[src/design/tsfb_pkg.sv]
// Shared types, constants and the CRC-8 byte step for the time-sync frame builder.
package tsfb_pkg;

    localparam logic [7:0]  FRAME_MARKER = 8'h55;
    localparam logic [7:0]  FRAME_LEN    = 8'd6;
    localparam logic [7:0]  CRC_POLY     = 8'h8C;
    localparam int          QUEUE_DEPTH  = 2;

    // year / 100 as (year * YEAR_RECIP) >> YEAR_SHIFT, exact for all 14-bit years
    localparam logic [12:0] YEAR_RECIP   = 13'd5243;
    localparam int          YEAR_SHIFT   = 19;

    // byte positions within a frame; the marker goes out as the frame is loaded
    localparam logic [3:0]  POS_LEN    = 4'd1;
    localparam logic [3:0]  POS_SECOND = 4'd2;
    localparam logic [3:0]  POS_MINUTE = 4'd3;
    localparam logic [3:0]  POS_HOUR   = 4'd4;
    localparam logic [3:0]  POS_DAY    = 4'd5;
    localparam logic [3:0]  POS_MONTH  = 4'd6;
    localparam logic [3:0]  POS_YEAR   = 4'd7;
    localparam logic [3:0]  POS_CRC    = 4'd8;

    typedef struct packed {
        logic [5:0] second;
        logic [5:0] minute;
        logic [4:0] hour;
        logic [4:0] day;
        logic [3:0] month;
        logic [6:0] year_mod;
    } t_frame;

    // reflected Dallas/Maxim CRC-8, one byte
    function automatic logic [7:0] crc8_feed(input logic [7:0] crc, input logic [7:0] data);
        logic [7:0] c;
        c = crc ^ data;
        for (int b = 0; b < 8; b++) begin
            c = c[0] ? ((c >> 1) ^ CRC_POLY) : (c >> 1);
        end
        return c;
    endfunction

endpackage

[src/design/time_sync_frame_builder.sv]
// Time-sync frame builder: marker, length, six time bytes and CRC-8 per valid time item.
// The marker byte passes the front-end register, the queue and the output register,
// and the remaining eight bytes follow one per cycle while pop keeps up. The serializer
// takes no new frame until the last one is out; the front end takes a new item every
// cycle until the frame queue and its register stage are full.
// Items with time_valid low are dropped at the input. Reset is synchronous, active low.
module time_sync_frame_builder import tsfb_pkg::*; #(
    parameter int P_QUEUE_DEPTH = QUEUE_DEPTH
) (
    input  logic        i_clk,
    input  logic        i_rst_n,
    input  logic        push,
    output logic        full,
    input  logic        i_time_valid,
    input  logic [5:0]  i_second_value,
    input  logic [5:0]  i_minute_value,
    input  logic [4:0]  i_hour_value,
    input  logic [4:0]  i_day_value,
    input  logic [3:0]  i_month_value,
    input  logic [13:0] i_year_value,
    output logic        empty,
    input  logic        pop,
    output logic [7:0]  o_out_byte,
    output logic        o_last_byte
);

    logic   q_push;
    logic   q_full;
    logic   q_pop;
    logic   q_empty;
    t_frame q_wr_data;
    t_frame q_rd_data;

    tsfb_front u_front (
        .i_clk          (i_clk),
        .i_rst_n        (i_rst_n),
        .i_push         (push),
        .o_full         (full),
        .i_time_valid   (i_time_valid),
        .i_second_value (i_second_value),
        .i_minute_value (i_minute_value),
        .i_hour_value   (i_hour_value),
        .i_day_value    (i_day_value),
        .i_month_value  (i_month_value),
        .i_year_value   (i_year_value),
        .i_q_full       (q_full),
        .o_q_push       (q_push),
        .o_q_data       (q_wr_data)
    );

    tsfb_queue #(
        .P_DEPTH (P_QUEUE_DEPTH)
    ) u_queue (
        .i_clk   (i_clk),
        .i_rst_n (i_rst_n),
        .i_push  (q_push),
        .i_data  (q_wr_data),
        .o_full  (q_full),
        .i_pop   (q_pop),
        .o_empty (q_empty),
        .o_data  (q_rd_data)
    );

    tsfb_back u_back (
        .i_clk       (i_clk),
        .i_rst_n     (i_rst_n),
        .i_q_empty   (q_empty),
        .i_q_data    (q_rd_data),
        .o_q_pop     (q_pop),
        .o_empty     (empty),
        .i_pop       (pop),
        .o_out_byte  (o_out_byte),
        .o_last_byte (o_last_byte)
    );

    a_no_push_when_full: assert property (@(posedge i_clk) disable iff (!i_rst_n)
        q_push |-> !q_full)
        else $error("frame queue written while full");

    a_no_pop_when_empty: assert property (@(posedge i_clk) disable iff (!i_rst_n)
        q_pop |-> !q_empty)
        else $error("frame queue read while empty");

    a_full_only_on_backpressure: assert property (@(posedge i_clk) disable iff (!i_rst_n)
        full |-> q_full)
        else $error("input stalled while the frame queue has room");

    a_empty_after_reset: assert property (@(posedge i_clk)
        !i_rst_n |=> empty)
        else $error("result shown right after reset");

endmodule

[src/design/tsfb_front.sv]
// Front end: accepts items, drops those without valid time, reduces the year modulo 100.
module tsfb_front import tsfb_pkg::*; (
    input  logic        i_clk,
    input  logic        i_rst_n,
    input  logic        i_push,
    output logic        o_full,
    input  logic        i_time_valid,
    input  logic [5:0]  i_second_value,
    input  logic [5:0]  i_minute_value,
    input  logic [4:0]  i_hour_value,
    input  logic [4:0]  i_day_value,
    input  logic [3:0]  i_month_value,
    input  logic [13:0] i_year_value,
    input  logic        i_q_full,
    output logic        o_q_push,
    output t_frame      o_q_data
);

    logic        r_s1_valid;
    logic [5:0]  r_second;
    logic [5:0]  r_minute;
    logic [4:0]  r_hour;
    logic [4:0]  r_day;
    logic [3:0]  r_month;
    logic [13:0] r_year;
    logic [7:0]  r_year_q;

    logic        accept;
    logic        s1_go;
    logic [26:0] year_prod;
    logic [13:0] q_times_100;
    logic [13:0] year_rem;

    assign s1_go    = r_s1_valid && !i_q_full;
    assign o_full   = r_s1_valid && i_q_full;
    assign accept   = i_push && !o_full;
    assign o_q_push = s1_go;

    assign year_prod = 27'(i_year_value) * 27'(YEAR_RECIP);

    // q * 100 = q*64 + q*32 + q*4
    assign q_times_100 = {r_year_q, 6'b0} + {1'b0, r_year_q, 5'b0} + {4'b0, r_year_q, 2'b0};
    assign year_rem    = r_year - q_times_100;

    assign o_q_data = '{second:   r_second,
                        minute:   r_minute,
                        hour:     r_hour,
                        day:      r_day,
                        month:    r_month,
                        year_mod: year_rem[6:0]};

    always_ff @(posedge i_clk) begin
        if (!i_rst_n) begin
            r_s1_valid <= 1'b0;
        end else if (accept && i_time_valid) begin
            r_s1_valid <= 1'b1;
        end else if (s1_go) begin
            r_s1_valid <= 1'b0;
        end
    end

    always_ff @(posedge i_clk) begin
        if (accept && i_time_valid) begin
            r_second <= i_second_value;
            r_minute <= i_minute_value;
            r_hour   <= i_hour_value;
            r_day    <= i_day_value;
            r_month  <= i_month_value;
            r_year   <= i_year_value;
            r_year_q <= year_prod[YEAR_SHIFT +: 8];
        end
    end

endmodule

[src/design/tsfb_queue.sv]
// Small FIFO of reduced frames between the front end and the serializer.
module tsfb_queue import tsfb_pkg::*; #(
    parameter int P_DEPTH = QUEUE_DEPTH
) (
    input  logic   i_clk,
    input  logic   i_rst_n,
    input  logic   i_push,
    input  t_frame i_data,
    output logic   o_full,
    input  logic   i_pop,
    output logic   o_empty,
    output t_frame o_data
);

    localparam int PTR_W = (P_DEPTH > 1) ? $clog2(P_DEPTH) : 1;
    localparam int CNT_W = $clog2(P_DEPTH + 1);

    t_frame             r_mem [P_DEPTH];
    logic [PTR_W-1:0]   r_wr_ptr;
    logic [PTR_W-1:0]   r_rd_ptr;
    logic [CNT_W-1:0]   r_count;

    assign o_full  = (r_count == CNT_W'(P_DEPTH));
    assign o_empty = (r_count == '0);
    assign o_data  = r_mem[r_rd_ptr];

    always_ff @(posedge i_clk) begin
        if (!i_rst_n) begin
            r_wr_ptr <= '0;
            r_rd_ptr <= '0;
            r_count  <= '0;
        end else begin
            if (i_push) begin
                r_wr_ptr <= (r_wr_ptr == PTR_W'(P_DEPTH - 1)) ? '0 : r_wr_ptr + 1'b1;
            end
            if (i_pop) begin
                r_rd_ptr <= (r_rd_ptr == PTR_W'(P_DEPTH - 1)) ? '0 : r_rd_ptr + 1'b1;
            end
            if (i_push && !i_pop) begin
                r_count <= r_count + 1'b1;
            end else if (i_pop && !i_push) begin
                r_count <= r_count - 1'b1;
            end
        end
    end

    always_ff @(posedge i_clk) begin
        if (i_push) begin
            r_mem[r_wr_ptr] <= i_data;
        end
    end

endmodule

[src/design/tsfb_back.sv]
// Serializer: builds the CRC; one byte per cycle into the output register unless stalled.
module tsfb_back import tsfb_pkg::*; (
    input  logic       i_clk,
    input  logic       i_rst_n,
    input  logic       i_q_empty,
    input  t_frame     i_q_data,
    output logic       o_q_pop,
    output logic       o_empty,
    input  logic       i_pop,
    output logic [7:0] o_out_byte,
    output logic       o_last_byte
);

    logic       r_active;
    logic [3:0] r_idx;
    logic [7:0] r_crc;
    t_frame     r_frame;
    logic       r_out_valid;
    logic [7:0] r_out_byte;
    logic       r_out_last;

    logic       advance;
    logic [7:0] cur_byte;

    assign advance     = !r_out_valid || i_pop;
    assign o_q_pop     = advance && !r_active && !i_q_empty;
    assign o_empty     = !r_out_valid;
    assign o_out_byte  = r_out_byte;
    assign o_last_byte = r_out_last;

    always_comb begin
        case (r_idx)
            POS_LEN:    cur_byte = FRAME_LEN;
            POS_SECOND: cur_byte = {2'b0, r_frame.second};
            POS_MINUTE: cur_byte = {2'b0, r_frame.minute};
            POS_HOUR:   cur_byte = {3'b0, r_frame.hour};
            POS_DAY:    cur_byte = {3'b0, r_frame.day};
            POS_MONTH:  cur_byte = {4'b0, r_frame.month};
            POS_YEAR:   cur_byte = {1'b0, r_frame.year_mod};
            POS_CRC:    cur_byte = r_crc;
            default:    cur_byte = r_crc;
        endcase
    end

    always_ff @(posedge i_clk) begin
        if (!i_rst_n) begin
            r_active    <= 1'b0;
            r_out_valid <= 1'b0;
            r_idx       <= POS_LEN;
        end else if (advance) begin
            if (r_active) begin
                r_out_valid <= 1'b1;
                r_out_byte  <= cur_byte;
                r_out_last  <= (r_idx == POS_CRC);
                r_crc       <= crc8_feed(r_crc, cur_byte);
                if (r_idx == POS_CRC) begin
                    r_active <= 1'b0;
                end else begin
                    r_idx <= r_idx + 1'b1;
                end
            end else if (!i_q_empty) begin
                // marker leaves as the frame is loaded; CRC excludes it
                r_frame     <= i_q_data;
                r_active    <= 1'b1;
                r_idx       <= POS_LEN;
                r_crc       <= '0;
                r_out_valid <= 1'b1;
                r_out_byte  <= FRAME_MARKER;
                r_out_last  <= 1'b0;
            end else begin
                r_out_valid <= 1'b0;
            end
        end
    end

endmodule
[config.mk]
export PLATFORM = sky130hd
export DESIGN_NAME = time_sync_frame_builder
export DESIGN_NICKNAME = d
export VERILOG_FILES = /design/src/design/tsfb_pkg.sv /design/src/design/time_sync_frame_builder.sv /design/src/design/tsfb_front.sv /design/src/design/tsfb_queue.sv /design/src/design/tsfb_back.sv
export SDC_FILE = /design/constraint.sdc
export NUM_CORES = 1
export LEC_CHECK = 0
export BUFFER_PORTS_ARGS = -buffer_cell sky130_fd_sc_hd__buf_2
export CAP_MARGIN = 20
export CORE_MARGIN = 2
export CORE_UTILIZATION = 26
export CTS_BUF_LIST = sky130_fd_sc_hd__clkbuf_4
export DETAILED_ROUTE_END_ITERATION = 10
export GPL_TIMING_DRIVEN = 0
export PLACE_DENSITY = 0.46
export SLEW_MARGIN = 10
export SYNTH_ARGS = -nofsm -noshare
export SYNTH_HDL_FRONTEND = slang
export SYNTH_SLANG_ARGS = --single-unit
[constraint.sdc]
create_clock -name i_clk -period 6.6 [get_ports i_clk]
set_input_delay 1.32 -clock i_clk [delete_from_list [all_inputs] [get_ports i_clk]]
set_output_delay 1.32 -clock i_clk [all_outputs]
set_load 0.01 [all_outputs]
==> impl_metrics.env <==
export IMPL_status="finished clean"
export IMPL_syn_inst=707
export IMPL_tns_ns=0
export IMPL_worst_path_buf_inv=5
export IMPL_avgSynthCellArea_sq_um=13.7
export IMPL_synth_largest_type_area_fraction_pct=47.8
export IMPL_power_density_mw_per_mm2=380
export IMPL_synth_flop_cell="edfxtp_1"
export IMPL_synth_edf_count=154
export IMPL_wl_met2_um=9430
export IMPL_cts_tree="done"
export IMPL_ys_top_cells_by_area="edfxtp_1, fa_1, ha_1"
export IMPL_register_area_sq_mm=0.00484
export IMPL_yosys_warnings=0
export IMPL_finalHoldViolations=0
export IMPL_period_needed_ns=5.60
export IMPL_synth_common_cells="edfxtp_1, inv_1, ha_1"
export IMPL_final_setup_viol_count=0
export IMPL_rows=70
export IMPL_drive_gt1_share_pct=18.2
export IMPL_relSlewSlack_pct=54.3
export IMPL_place_congestion=0.773
export IMPL_overflow=0
export IMPL_place_hpwl_um=14400
export IMPL_clock_sinks=165
export IMPL_die_y_um=197
export IMPL_fin_skew_ns=0.0160
export IMPL_criticalPathCategory="in -> reg"
export IMPL_n_fill_cell=3766
export IMPL_p_leak_nw=4.45
export IMPL_synth_top_area_cell="edfxtp_1"
export IMPL_critPathCaptureType="flop"
export IMPL_cts_buffers=17
export IMPL_wirelength_um=18400
export IMPL_ir_drop_mv=0.108
export IMPL_num_vias=5221
export IMPL_grt_pass1_vias=5765
export IMPL_drv_cap=0
export IMPL_dp_cells=1235
export IMPL_crit_path_max_fanout=5
export IMPL_dr_pass1_iters=4
export IMPL_viasPerCell=4.12
export IMPL_initial_core_util_pct=26.4
export IMPL_ys_ff_latch=165
export IMPL_cpMaxStageDelayCell="fa_1"
export IMPL_wl_met1_um=8320
export IMPL_wl_met3_um=395
export IMPL_antenna_found_initial=1
export IMPL_fin_crit_sh_pct=84.8
export IMPL_clkLatencyLatePin_ns=0.56
export IMPL_route_detailed_drc=0
export IMPL_grt_pass1_wl_um=30200
export IMPL_hold_path_class="reg -> reg"
export IMPL_worst_slew_pin_transition_ns=0.682
export IMPL_area_growth_synth_to_final_pct=13.1
export IMPL_yosysSeqAreaShare_pct=50.1
export IMPL_async_flop_share_pct=0
export IMPL_path_clk_slew_ns=0.13
export IMPL_layoutNonFillerInstCount=1267
export IMPL_num_io_pins=56
export IMPL_critPathMaxStageDelay_ns=0.55
export IMPL_routed_top_layer="met4"
export IMPL_drt_initial_drc_count=168
export IMPL_slew_violations=0
export IMPL_post_cts_buffers=0
export IMPL_synth_fp_nets=913
export IMPL_cp_cell_sequence="buf_2 -> inv_1 -> fa_1 -> inv_1 -> ha_1 -> fa_1 -> fa_1 -> inv_1 -> fa_1 -> inv_1 -> ha_1 -> a211oi_1 -> nand2_1 -> a211oi_1 -> o21ai_1 -> a221oi_1 -> o21ai_1 -> a21oi_1 -> xnor2_1"
export IMPL_fp_dieArea_sq_mm=0.0387
export IMPL_grt_max_degree=30
export IMPL_yosysUniqueCellTypes=59
export IMPL_core_area_sq_mm=0.0366
export IMPL_cp_data_required_time_ns=6.90
export IMPL_timing_fmax_mhz=179
export IMPL_crit_family="adder cells"
export IMPL_detail_route_antenna_nets=0
export IMPL_die_w_um=197
export IMPL_syn_cell_area_sq_mm=0.00967
export IMPL_yosysMostFrequentCell="edfxtp_1"
export IMPL_ctsHoldBuffers=0
export IMPL_grt_setup_unrepaired="false"
export IMPL_multi_input_area_sq_mm=0.00431
export IMPL_start_kind="input pin"
export IMPL_wl_per_cell_um=14.5
export IMPL_portBuffers=55
export IMPL_htreeDepth=4
export IMPL_fin_nets=992
export IMPL_total_power_mw=4.16
export IMPL_fin_util_pct=29.9
export IMPL_cts_resized=0
export IMPL_clock_path_buffers=2
export IMPL_gr_usage_all_layers_pct=10.2
export IMPL_crit_arrival_ns=5.90
export IMPL_whs_ns=0.451
export IMPL_cts_root_buf="clkbuf_4"
metrics by stage:
step / area [sq um] / worst slack, ns
2_1_floorplan: 9670 / 1.08
3_3_place_gp: 10500 / 0.386
3_5_place_dp: 10600 / 0.393
4_1_cts: 10900 / 1.02
5_1_grt: 10900 / 0.852
6_report: 10900 / 1.00
power breakdown:
part / switching (mW) / internal (mW) / leakage (nW)
Sequential: 0.0688 / 1.38 / 1.50
Combinational: 1.16 / 0.950 / 2.80
Clock: 0.341 / 0.257 / 0.148
Total: 1.57 / 2.58 / 4.45
final timing paths:
path,from,end,slack (ns),cells past startpoint
worst max-delay path,i_year_value[5],u_front.r_year_q[2],1.00,19
worst min-delay path,u_front.r_day[3],u_queue.r_mem[0][14],0.45,0
worst max register to register,u_back.r_idx[0],u_back.r_crc[2],3.89,10
worst min register to register,u_front.r_day[3],u_queue.r_mem[0][14],0.45,0
flip-flops by register name, indices dropped and copies added (netlist names), 5 cells and up:
name,cells
u_front.r_year,7
u_queue.r_mem,66
u_front.r_minute,6
u_front.r_hour,5
u_front.r_second,6
u_back.o_out_byte,8
u_back.r_frame,33
u_front.r_day,5
u_back.r_crc,8
u_front.r_year_q,5
kinds of logic after synthesis:
group,synth area share [%]
mux,4.39
flops,50.1
buf+inv,5.62
fa+ha+maj,25.7
compound gates,5.63
xor+xnor,3.68
simple gates,4.93
metal layers:
| layer | vias to the layer above | track usage (%) |
|---|---|---|
| li1 | 2614 | - |
| met1 | 2536 | 12.6 |
| met2 | 57 | 18.0 |
| met3 | 14 | 1.81 |
| met4 | 0 | 2.95 |
| met5 | - | 0 |
layout by cell type, fill, tap and decap left out, types with 5 or more instances in the layout:
| cell | count |
|---|---|
| xor2_1 | 11 |
| inv_1 | 122 |
| mux2_2 | 33 |
| and2_1 | 9 |
| nor3_1 | 6 |
| clkinv_1 | 5 |
| fa_1 | 62 |
| ha_1 | 99 |
| clkbuf_4 | 17 |
| a22oi_1 | 5 |
| nand2_1 | 24 |
| dfxtp_1 | 11 |
| nor2_1 | 23 |
| xnor2_1 | 24 |
| a21oi_1 | 17 |
| a211oi_1 | 5 |
| o21a_1 | 5 |
| edfxtp_1 | 154 |
| a21o_1 | 7 |
| clkbuf_1 | 7 |
| nand3_1 | 6 |
| buf_2 | 57 |
area by class of cell:
class	count	area share (%)
repair buffers	60	3.35
inverters	123	4.22
clock inverters	14	1.46
flip-flops and latches	165	44.3
plain buffers	14	0.743
clock buffers	17	1.17
multi-input cells	405	39.4
diodes	1	0.0229
well taps	468	5.35
Note: power is estimated with default switching activity, not from simulation.
